===== config.mk =====
export PLATFORM = sky130hd
export DESIGN_NAME = html_doctype_tokenizer_unit
export DESIGN_NICKNAME = d
export VERILOG_FILES = /design/src/hw/rtl/hdt_pkg.sv /design/src/hw/rtl/hdt_step.sv /design/src/hw/rtl/hdt_outq.sv /design/src/hw/rtl/html_doctype_tokenizer_unit.sv
export SDC_FILE = /design/constraint.sdc
export NUM_CORES = 1
export LEC_CHECK = 0
export BUFFER_PORTS_ARGS = -buffer_cell sky130_fd_sc_hd__buf_4
export CAP_MARGIN = 5
export CORE_AREA = 2 2 209 211
export CTS_CLUSTER_SIZE = 14
export DETAILED_ROUTE_END_ITERATION = 8
export DIE_AREA = 0 0 211 213
export GPL_TIMING_DRIVEN = 0
export PLACE_DENSITY_LB_ADDON = 0.08
export RECOVER_POWER = 100
export SLEW_MARGIN = 15
export SYNTH_ARGS = -nofsm -noshare
export SYNTH_HDL_FRONTEND = slang
export SYNTH_SLANG_ARGS = --single-unit
export TNS_END_PERCENT = 30

===== constraint.sdc =====
create_clock -name clk -period 12.2 [get_ports clk]
set_input_delay 0.61 -clock clk [delete_from_list [all_inputs] [get_ports clk]]
set_output_delay 0.61 -clock clk [all_outputs]
set_load 0.02 [all_outputs]

===== src/hw/rtl/hdt_pkg.sv =====
package hdt_pkg;

  // Parse states of the DOCTYPE walk.
  typedef enum logic [3:0] {
    ST_IDLE        = 4'd0,
    ST_BEFORE_NAME = 4'd1,
    ST_NAME        = 4'd2,
    ST_AFTER_NAME  = 4'd3,
    ST_KEYWORD     = 4'd4,
    ST_BEFORE_PUB  = 4'd5,
    ST_PUB_ID      = 4'd6,
    ST_AFTER_PUB   = 4'd7,
    ST_SYS_ID      = 4'd8,
    ST_AFTER_SYS   = 4'd9,
    ST_BOGUS       = 4'd10
  } hdt_state_t;

  // Span kinds carried on the result channel.
  localparam logic [2:0] KIND_NAME   = 3'd0;
  localparam logic [2:0] KIND_PUBLIC = 3'd1;
  localparam logic [2:0] KIND_SYSTEM = 3'd2;
  localparam logic [2:0] KIND_PUB_ID = 3'd3;
  localparam logic [2:0] KIND_SYS_ID = 3'd4;
  localparam logic [2:0] KIND_END    = 3'd5;

  // Request actions.
  localparam logic ACT_START = 1'b0;
  localparam logic ACT_BYTE  = 1'b1;

  localparam logic [7:0]  CH_GT     = 8'h3E;
  localparam logic [7:0]  CH_DQUOTE = 8'h22;
  localparam logic [7:0]  CH_SQUOTE = 8'h27;
  localparam logic [2:0]  KW_LEN    = 3'd6;
  localparam logic [31:0] KW_SPAN   = 32'd6;

  // Default depth of the result queue.
  localparam int HDT_QDEPTH = 4;

  typedef struct packed {
    logic        action;
    logic [7:0]  ch;
    logic [31:0] position;
  } hdt_in_t;

  typedef struct packed {
    logic [2:0]  span_kind;
    logic [31:0] span_begin;
    logic [31:0] span_length;
    logic        quirks;
    logic        last;
  } hdt_out_t;

  // Token context kept between bytes.
  typedef struct packed {
    logic [31:0] token_begin;
    logic [31:0] span_start;
    logic [2:0]  kw_index;
    logic [1:0]  kw_match;
    logic        close_single;
    logic        quirks_seen;
  } hdt_ctx_t;

  // Results produced by one request: up to two, in order.
  typedef struct packed {
    logic [1:0] cnt;
    hdt_out_t   r0;
    hdt_out_t   r1;
  } hdt_res_t;

  function automatic logic is_space(input logic [7:0] c);
    return (c == 8'h20) || (c == 8'h09) || (c == 8'h0A) || (c == 8'h0C) || (c == 8'h0D);
  endfunction

  function automatic logic is_quote(input logic [7:0] c);
    return (c == CH_DQUOTE) || (c == CH_SQUOTE);
  endfunction

  // Keyword letters; sys selects SYSTEM over PUBLIC.
  function automatic logic [7:0] kw_char(input logic sys, input logic [2:0] i);
    logic [7:0] ch;
    unique case (i)
      3'd0: ch = sys ? 8'h53 : 8'h50;
      3'd1: ch = sys ? 8'h59 : 8'h55;
      3'd2: ch = sys ? 8'h53 : 8'h42;
      3'd3: ch = sys ? 8'h54 : 8'h4C;
      3'd4: ch = sys ? 8'h45 : 8'h49;
      3'd5: ch = sys ? 8'h4D : 8'h43;
      default: ch = 8'h00;
    endcase
    return ch;
  endfunction

  function automatic hdt_out_t mk_span(input logic [2:0] kind, input logic [31:0] sbeg,
                                       input logic [31:0] slen, input logic q);
    hdt_out_t o;
    o.span_kind   = kind;
    o.span_begin  = sbeg;
    o.span_length = slen;
    o.quirks      = q;
    o.last        = 1'b0;
    return o;
  endfunction

endpackage


===== src/hw/rtl/hdt_step.sv =====
module hdt_step
  import hdt_pkg::*;
(
  input  hdt_state_t state_r,
  input  hdt_ctx_t   ctx_r,
  input  hdt_in_t    in_data,
  output hdt_state_t state_nxt,
  output hdt_ctx_t   ctx_nxt,
  output hdt_res_t   res
);

  logic [7:0]  c;
  logic [31:0] pos;
  logic        sp;
  logic        gt;
  logic        quote;
  logic        quote_close;
  logic [7:0]  upper;
  logic [2:0]  kw_idx_e;
  logic [1:0]  kw_match_e;
  logic [31:0] span_start_e;
  logic        pub_miss;
  logic        sys_miss;
  logic [1:0]  m_nxt;
  logic        kw_fail;
  logic [2:0]  idx_n;
  logic        kw_done;
  logic [31:0] span_len;
  logic [31:0] end_len;
  logic        id_nonempty;
  hdt_state_t  kw_state;

  // Byte classes.
  assign c           = in_data.ch;
  assign pos         = in_data.position;
  assign sp          = is_space(c);
  assign gt          = (c == CH_GT);
  assign quote       = is_quote(c);
  assign quote_close = (c == (ctx_r.close_single ? CH_SQUOTE : CH_DQUOTE));

  // Keyword matcher; the first non-space byte after the name restarts it.
  assign upper        = ((c >= 8'h61) && (c <= 8'h7A)) ? (c - 8'd32) : c;
  assign kw_idx_e     = (state_r == ST_AFTER_NAME) ? 3'd0 : ctx_r.kw_index;
  assign kw_match_e   = (state_r == ST_AFTER_NAME) ? 2'b11 : ctx_r.kw_match;
  assign span_start_e = (state_r == ST_AFTER_NAME) ? pos : ctx_r.span_start;
  assign pub_miss     = (kw_idx_e >= KW_LEN) || (upper != kw_char(1'b0, kw_idx_e));
  assign sys_miss     = (kw_idx_e >= KW_LEN) || (upper != kw_char(1'b1, kw_idx_e));
  assign m_nxt        = kw_match_e & {~sys_miss, ~pub_miss};
  assign kw_fail      = (m_nxt == 2'b00);
  assign idx_n        = kw_idx_e + 3'd1;
  assign kw_done      = (idx_n >= KW_LEN);

  // Span lengths.
  assign span_len    = pos - ctx_r.span_start;
  assign end_len     = pos + 32'd1 - ctx_r.token_begin;
  assign id_nonempty = (ctx_r.span_start < pos);

  always_comb begin
    if (kw_fail) begin
      kw_state = gt ? ST_IDLE : ST_BOGUS;
    end else if (kw_done) begin
      kw_state = m_nxt[0] ? ST_BEFORE_PUB : ST_AFTER_PUB;
    end else begin
      kw_state = ST_KEYWORD;
    end
  end

  // Next parse state.
  always_comb begin
    state_nxt = state_r;
    if (in_data.action == ACT_START) begin
      state_nxt = ST_BEFORE_NAME;
    end else begin
      unique case (state_r)
        ST_IDLE:        state_nxt = ST_IDLE;
        ST_BEFORE_NAME: state_nxt = sp ? ST_BEFORE_NAME : (gt ? ST_IDLE : ST_NAME);
        ST_NAME:        state_nxt = gt ? ST_IDLE : (sp ? ST_AFTER_NAME : ST_NAME);
        ST_AFTER_NAME:  state_nxt = sp ? ST_AFTER_NAME : (gt ? ST_IDLE : kw_state);
        ST_KEYWORD:     state_nxt = kw_state;
        ST_BEFORE_PUB: begin
          if (sp)         state_nxt = ST_BEFORE_PUB;
          else if (quote) state_nxt = ST_PUB_ID;
          else if (gt)    state_nxt = ST_IDLE;
          else            state_nxt = ST_BOGUS;
        end
        ST_PUB_ID:      state_nxt = quote_close ? ST_AFTER_PUB : (gt ? ST_IDLE : ST_PUB_ID);
        ST_AFTER_PUB: begin
          if (sp)         state_nxt = ST_AFTER_PUB;
          else if (quote) state_nxt = ST_SYS_ID;
          else if (gt)    state_nxt = ST_IDLE;
          else            state_nxt = ST_BOGUS;
        end
        ST_SYS_ID:      state_nxt = quote_close ? ST_AFTER_SYS : (gt ? ST_IDLE : ST_SYS_ID);
        ST_AFTER_SYS:   state_nxt = sp ? ST_AFTER_SYS : (gt ? ST_IDLE : ST_BOGUS);
        ST_BOGUS:       state_nxt = gt ? ST_IDLE : ST_BOGUS;
        default:        state_nxt = ST_IDLE;
      endcase
    end
  end

  // Context update and emitted spans.
  always_comb begin
    ctx_nxt = ctx_r;
    res     = '0;
    if (in_data.action == ACT_START) begin
      ctx_nxt.token_begin  = pos;
      ctx_nxt.span_start   = '0;
      ctx_nxt.kw_index     = '0;
      ctx_nxt.kw_match     = 2'b11;
      ctx_nxt.close_single = 1'b0;
      ctx_nxt.quirks_seen  = 1'b0;
    end else begin
      unique case (state_r)
        ST_BEFORE_NAME: begin
          if (!sp) begin
            if (gt) begin
              ctx_nxt.quirks_seen = 1'b1;
              res.r0  = mk_span(KIND_END, ctx_r.token_begin, end_len, 1'b1);
              res.cnt = 2'd1;
            end else begin
              ctx_nxt.span_start = pos;
            end
          end
        end
        ST_NAME: begin
          if (gt) begin
            res.r0  = mk_span(KIND_NAME, ctx_r.span_start, span_len, 1'b0);
            res.r1  = mk_span(KIND_END, ctx_r.token_begin, end_len, ctx_r.quirks_seen);
            res.cnt = 2'd2;
          end else if (sp) begin
            res.r0  = mk_span(KIND_NAME, ctx_r.span_start, span_len, 1'b0);
            res.cnt = 2'd1;
          end
        end
        ST_AFTER_NAME, ST_KEYWORD: begin
          if ((state_r == ST_AFTER_NAME) && sp) begin
            res.cnt = 2'd0;
          end else if ((state_r == ST_AFTER_NAME) && gt) begin
            res.r0  = mk_span(KIND_END, ctx_r.token_begin, end_len, ctx_r.quirks_seen);
            res.cnt = 2'd1;
          end else begin
            ctx_nxt.span_start = span_start_e;
            ctx_nxt.kw_match   = m_nxt;
            ctx_nxt.kw_index   = kw_idx_e;
            if (kw_fail) begin
              // Mismatching byte is treated as a bogus-state byte.
              ctx_nxt.quirks_seen = 1'b1;
              if (gt) begin
                res.r0  = mk_span(KIND_END, ctx_r.token_begin, end_len, 1'b1);
                res.cnt = 2'd1;
              end
            end else begin
              ctx_nxt.kw_index = idx_n;
              if (kw_done) begin
                res.r0  = mk_span(m_nxt[0] ? KIND_PUBLIC : KIND_SYSTEM, span_start_e,
                                  KW_SPAN, 1'b0);
                res.cnt = 2'd1;
              end
            end
          end
        end
        ST_BEFORE_PUB, ST_AFTER_PUB: begin
          if (!sp) begin
            if (quote) begin
              ctx_nxt.span_start   = pos + 32'd1;
              ctx_nxt.close_single = (c == CH_SQUOTE);
            end else if (gt) begin
              // A missing public identifier forces quirks.
              ctx_nxt.quirks_seen = (state_r == ST_BEFORE_PUB) | ctx_r.quirks_seen;
              res.r0  = mk_span(KIND_END, ctx_r.token_begin, end_len,
                                (state_r == ST_BEFORE_PUB) | ctx_r.quirks_seen);
              res.cnt = 2'd1;
            end else begin
              ctx_nxt.quirks_seen = 1'b1;
            end
          end
        end
        ST_PUB_ID, ST_SYS_ID: begin
          if (quote_close) begin
            res.r0  = mk_span((state_r == ST_PUB_ID) ? KIND_PUB_ID : KIND_SYS_ID,
                              ctx_r.span_start, span_len, 1'b0);
            res.cnt = 2'd1;
          end else if (gt) begin
            // Unterminated identifier: the span only if it holds bytes, then the end.
            ctx_nxt.quirks_seen = 1'b1;
            if (id_nonempty) begin
              res.r0  = mk_span((state_r == ST_PUB_ID) ? KIND_PUB_ID : KIND_SYS_ID,
                                ctx_r.span_start, span_len, 1'b0);
              res.r1  = mk_span(KIND_END, ctx_r.token_begin, end_len, 1'b1);
              res.cnt = 2'd2;
            end else begin
              res.r0  = mk_span(KIND_END, ctx_r.token_begin, end_len, 1'b1);
              res.cnt = 2'd1;
            end
          end
        end
        ST_AFTER_SYS, ST_BOGUS: begin
          if (gt) begin
            res.r0  = mk_span(KIND_END, ctx_r.token_begin, end_len, ctx_r.quirks_seen);
            res.cnt = 2'd1;
          end
        end
        default: begin
          res.cnt = 2'd0;
        end
      endcase
    end

    // Mark the final span of this request.
    if (res.cnt == 2'd1) begin
      res.r0.last = 1'b1;
    end else if (res.cnt == 2'd2) begin
      res.r1.last = 1'b1;
    end
  end

endmodule


===== src/hw/rtl/hdt_outq.sv =====
module hdt_outq
  import hdt_pkg::*;
#(
  parameter int DEPTH = HDT_QDEPTH
) (
  input  logic       clk,
  input  logic       rst_n,
  input  logic [1:0] push_cnt,
  input  hdt_out_t   push0,
  input  hdt_out_t   push1,
  input  logic       pop,
  output hdt_out_t   head,
  output logic       not_empty,
  output logic       room2
);

  localparam int PW = (DEPTH > 1) ? $clog2(DEPTH) : 1;
  localparam int CW = $clog2(DEPTH + 1);

  hdt_out_t        mem [DEPTH];
  logic [PW-1:0]   wr_r;
  logic [PW-1:0]   rd_r;
  logic [CW-1:0]   cnt_r;
  logic [PW-1:0]   wr1;
  logic [PW-1:0]   wr_nxt;
  logic [PW-1:0]   rd_nxt;
  logic [CW-1:0]   cnt_nxt;

  function automatic logic [PW-1:0] wrap_inc(input logic [PW-1:0] p);
    return (p == PW'(DEPTH - 1)) ? '0 : p + PW'(1);
  endfunction

  // Pointer arithmetic.
  assign wr1     = wrap_inc(wr_r);
  assign wr_nxt  = (push_cnt == 2'd2) ? wrap_inc(wr1) : ((push_cnt == 2'd1) ? wr1 : wr_r);
  assign rd_nxt  = pop ? wrap_inc(rd_r) : rd_r;
  assign cnt_nxt = cnt_r + CW'(push_cnt) - CW'(pop);

  assign head      = mem[rd_r];
  assign not_empty = (cnt_r != '0);
  assign room2     = (cnt_r <= CW'(DEPTH - 2));

  // Result storage.
  always_ff @(posedge clk) begin
    if (push_cnt != 2'd0) begin
      mem[wr_r] <= push0;
    end
    if (push_cnt == 2'd2) begin
      mem[wr1] <= push1;
    end
  end

  // Pointers and fill level.
  always_ff @(posedge clk) begin
    if (!rst_n) begin
      wr_r  <= '0;
      rd_r  <= '0;
      cnt_r <= '0;
    end else begin
      wr_r  <= wr_nxt;
      rd_r  <= rd_nxt;
      cnt_r <= cnt_nxt;
    end
  end

  // The fill level never passes the depth.
  assert property (@(posedge clk) disable iff (!rst_n) cnt_r <= CW'(DEPTH))
    else $error("result queue overfilled");

  // A pop only happens with something stored.
  assert property (@(posedge clk) disable iff (!rst_n) pop |-> cnt_r != '0)
    else $error("result queue popped while empty");

  // Pushes only land when room was reported.
  assert property (@(posedge clk) disable iff (!rst_n) (push_cnt != 2'd0) |-> room2)
    else $error("result queue pushed without room");

endmodule


===== src/hw/rtl/html_doctype_tokenizer_unit.sv =====
// Channel  Direction  Payload    Handshake
// in_      input      hdt_in_t   in_valid / in_stall (stall driven by this block)
// out_     output     hdt_out_t  out_valid / out_stall (stall driven by the sink)
//
// One request is taken per cycle while in_stall is low; its spans appear in the result queue the next cycle.
// A request yields zero, one or two spans, and the queue drains one span per cycle while out_stall is low.
// in_stall rises when the queue has fewer than two free entries.
// Synchronous active-low reset returns the parser to idle and empties the queue.
// out_stall holds the head span in place while further requests keep arriving, as long as in_stall stays low.
module html_doctype_tokenizer_unit
  import hdt_pkg::*;
#(
  parameter int QUEUE_DEPTH = HDT_QDEPTH
) (
  input  logic     clk,
  input  logic     rst_n,
  input  logic     in_valid,
  output logic     in_stall,
  input  hdt_in_t  in_data,
  output logic     out_valid,
  input  logic     out_stall,
  output hdt_out_t out_data
);

  hdt_state_t state_r;
  hdt_state_t state_nxt;
  hdt_ctx_t   ctx_r;
  hdt_ctx_t   ctx_nxt;
  hdt_res_t   res;
  logic       in_acc;
  logic       out_acc;
  logic       room2;
  logic [1:0] push_cnt;

  assign in_acc   = in_valid && !in_stall;
  assign out_acc  = out_valid && !out_stall;
  assign in_stall = !room2;
  assign push_cnt = in_acc ? res.cnt : 2'd0;

  // Per-request state transition.
  hdt_step u_step (
    .state_r   (state_r),
    .ctx_r     (ctx_r),
    .in_data   (in_data),
    .state_nxt (state_nxt),
    .ctx_nxt   (ctx_nxt),
    .res       (res)
  );

  // Parser state.
  always_ff @(posedge clk) begin
    if (!rst_n) begin
      state_r <= ST_IDLE;
      ctx_r   <= '{token_begin: '0, span_start: '0, kw_index: '0, kw_match: 2'b11,
                   close_single: 1'b0, quirks_seen: 1'b0};
    end else if (in_acc) begin
      state_r <= state_nxt;
      ctx_r   <= ctx_nxt;
    end
  end

  // Result queue between the parser and the output channel.
  hdt_outq #(
    .DEPTH (QUEUE_DEPTH)
  ) u_outq (
    .clk       (clk),
    .rst_n     (rst_n),
    .push_cnt  (push_cnt),
    .push0     (res.r0),
    .push1     (res.r1),
    .pop       (out_acc),
    .head      (out_data),
    .not_empty (out_valid),
    .room2     (room2)
  );

  // A start request always leaves the parser waiting for the name.
  assert property (@(posedge clk) disable iff (!rst_n)
                   (in_acc && (in_data.action == ACT_START)) |=> state_r == ST_BEFORE_NAME)
    else $error("start request did not open a token");

  // A token end is always the final span of its request.
  assert property (@(posedge clk) disable iff (!rst_n)
                   (out_valid && (out_data.span_kind == KIND_END)) |-> out_data.last)
    else $error("token end span without last");

  // Only the token end carries the quirks flag.
  assert property (@(posedge clk) disable iff (!rst_n)
                   (out_valid && (out_data.span_kind != KIND_END)) |-> !out_data.quirks)
    else $error("quirks flag on a non-end span");

  // Spans leave the parser only when it returns to idle or stays in a token.
  assert property (@(posedge clk) disable iff (!rst_n)
                   (in_acc && (state_r == ST_IDLE)) |-> push_cnt == 2'd0)
    else $error("span emitted outside a token");

endmodule


==> impl_metrics.csv <==
group,metric,value,unit
clocking,cts.repair.resized,0,
timing,min_period,8.560,ns
clocking,numCtsBuffers,41,
floorplanning,io-pin-count,116,
place,dp_hpwl,69600,µm
synthesis,async_flop_share,0,%
place,io_buffers,113,
clocking,cts_tree,"built",
global_routing,antenna_found_initial,1,
floorplanning,core-area,42700,µm²
floorplanning,start_util,54.51,%
power_and_ir_drop,power.leakage,8.906,nW
global_routing,grt_pass1_wl,131200,µm
synthesis,synth_largest_area_cell,"edfxtp_1",
detailed_routing,firstDrtPassIters,9,
global_routing,grt_overflow,0,
floorplanning,fp.dieH,213,µm
detailed_routing,drt_drc_violations_left,17,
detailed_routing,drt_iter0_markers,3761,
clocking,cts_hold_buf,0,
synthesis,synth.area.mux_share,7.247,%
clocking,ctsHtreeMaxLevel,2,
timing,finalSetupViolCount,0,
timing,setup_tns,0,ns
critical_path,crit_start,"state_r[1]",
timing,skew,0.02291,ns
global_routing,grt_start_max_net_pins,43,
synthesis,synthSimpleGateAreaFrac,13.22,%
critical_path,cp-end-kind,"flip-flop",
place,gp_congestion,1.030,
synthesis,ys.flop_type,"edfxtp_1",
layout,layout_commonest_cell,"edfxtp_1",
detailed_routing,drt_wl_total,91130,µm
timing,grt_setup_unrepaired,"no",
global_routing,grt_busiest_layer,"met2",
critical_path,critical_path_arrival,8.74,ns
detailed_routing,vias,21740,
synthesis,syn_nets,2472,
timing,slew_headroom,-114.0,%
synthesis,ys_ff_latch,360,
layout,num_antenna_cells,0,
synthesis,synth_area_leaders,"edfxtp_1 35%, dfxtp_1 7.6%, mux4_2 6.7%",
synthesis,syn_avg_cell_area,9.933,µm²
clocking,root_buffer,"clkbuf_16",
critical_path,critPathMaxFanout,18,
global_routing,use_met2,61.67,%
global_routing,grt_usage,40.02,%
layout,fin_nets,2638,
power_and_ir_drop,p_per_area,128.4,nW/µm²
floorplanning,die-area,44940,µm²
synthesis,yosysSeqAreaShare,42.67,%
synthesis,yosys.area_share.adder,4.613,%
synthesis,synthXorXnorAreaFrac,3.312,%
hold_path,hold_path.class,"input port to flip-flop",
layout,fin_area,25810,µm²
synthesis,synth_compound_area_share,23.87,%
synthesis,syn_area,23270,µm²
detailed_routing,ant_nets,0,
critical_path,required,12.38,ns
layout,seqCellArea,9930,µm²
detailed_routing,viasPerCell,7.050,
synthesis,yosys_warnings,0,
clocking,cts_buffer_depth,3,
timing,whs,0.3587,ns
timing,finalHoldViolCount,0,
timing,final-max-slew-violation-count,149,
timing,fin_crit_sh,70.16,%
timing,worst_pin_slew,3.170,ns
critical_path,reg2reg_from,"state_r[1]",
clocking,clk_pin_slew,0.06,ns
synthesis,synth_edf_count,272,
layout,fin_util,60.45,%
power_and_ir_drop,power.total,0.003314,W
layout,num-fill-cells,3760,
critical_path,critPathKind,"flip-flop to flip-flop",
run,max_cap_viol_count,8,
clocking,cts_post_setup_buffers_inserted,0,
clocking,worstSkewPairLatency,0.58,ns
floorplanning,rows,76,
critical_path,start_kind,"flip-flop",
outcome,failed_checks,"design-rule violations, max-capacitance violations, max-slew violations",
outcome,status,"complete, but fails checks",
detailed_routing,wire_per_inst,29.55,µm
layout,drive_gt1_share,9.535,%
synthesis,syn_inst,2343,
clocking,cts.sinks,360,
place,placed_cell_area,25030,µm²
layout,layout_common_cells,"272 x edfxtp_1, 247 x nand2_1, 236 x clkbuf_1, 222 x o22ai_1, 113 x nor2_1",
power_and_ir_drop,ir_drop,0.00009655,V
synthesis,synth_top_family_by_area,"compound AO/OA/AOI/OAI gates",
hold_path,holdCritStartpoint,"in_data[31]",
synthesis,synth_top_area_share,35.10,%
global_routing,grt_util_met1,54.26,%
layout,area_growth,10.91,%
timing,clock.fmax,116.8,MHz
global_routing,grt_pass1_vias,20220,
floorplanning,fp.dieW,211,µm
global_routing,met3_usage,9.825,%
layout,multi_input_area,12100,µm²
synthesis,synth_cell_types,91,
## cell type report
| cell class | instances | share of cell area, % |
|---|---|---|
| Sequential cell | 360 | 38.47 |
| Tap cell | 546 | 2.647 |
| Clock buffer | 54 | 4.285 |
| Clock inverter | 18 | 0.5332 |
| Timing Repair Buffer | 123 | 2.724 |
| Multi-Input combinational cell | 1686 | 46.88 |
| Inverter | 110 | 1.600 |
| Buffer | 187 | 2.865 |
## registers in the layout (all words and copies together), names as in the netlist, named ones only
signal        flops
state_r           4
u_outq.wr_r       2
u_outq.rd_r       2
u_outq.cnt_r      3
u_outq.mem      276
ctx_r            71
## cell usage after synthesis, types with 11 or more instances
cell type  instances
edfxtp_1         272
nand2_1          247
o22ai_1          222
clkbuf_1         127
nor2_1           113
inv_1            109
a21oi_1          107
o21ai_0          100
dfxtp_1           88
ha_1              81
mux4_2            69
a21boi_0          50
xnor2_1           50
nand3_1           47
buf_2             44
and2_1            39
nor3_1            38
xor2_1            38
a22o_1            32
a21o_1            28
nand4_1           28
a221oi_1          26
o21a_1            26
nor2b_1           23
a211oi_1          22
a222oi_1          18
nand2b_1          18
o211ai_1          18
or2_2             18
a31oi_1           14
and3_1            13
buf_1             12
or3_1             12
mux2i_1           11
nor4_1            11
o21bai_1          11
o2bb2ai_1         11
o32ai_1           11
## worst paths after layout
path	slack [ns]	to	depth (start not counted)
worst min register to register	0.47	ctx_r[9]	2
worst max-delay path	3.64	u_outq.mem[2][56]	19
worst min-delay path	0.36	ctx_r[70]	3
worst max register to register	3.64	u_outq.mem[2][56]	19
## per-layer routing
metal / up-vias / wire, µm
met5: - / 13
met1: 10370 / 34490
met2: 1728 / 39770
met3: 266 / 12410
li1: 9377 / -
met4: 2 / 4452
## where the power goes
part	switching, W	total (W)	internal, W
Combinational	0.000523	0.000783	0.000260
Clock	0.000521	0.00118	0.000662
Sequential	0.0000237	0.00135	0.00132
## critical path, stage by stage (launching register included)
cell and delay (ns):
dfxtp_1 0.36, clkbuf_1 0.33, nand4bb_1 0.36, clkbuf_1 0.46, and2_0 0.34, inv_1 0.10
ha_1 0.14, clkbuf_1 0.26, nor2_1 0.08, a31oi_1 0.19, xor2_1 0.10, nor4_1 0.38
a21boi_0 0.40, o311a_1 0.45, a21oi_1 0.27, inv_1 0.11, a21oi_1 1.04, clkbuf_1 0.87
clkbuf_1 1.01, clkbuf_1 0.88
## through the flow
stage | instances | setup slack [ns]
floorplan | 2343 | 5.216
CTS | 3082 | 5.600
finish | 3084 | 3.640
global route | 3084 | 3.319
detailed placement | 3010 | 5.644
global placement | 3002 | 1.366
## cells by family after synthesis
kind of cell               after synthesis
xor gates and xnor gates                88
buffers and inverters                  297
muxes                                   82
DFF                                    360
and+or+nand+nor                        637
adders and majority gates               84
AOI/OAI and AO/OA                      795
Power figures use the tool's default switching activity.
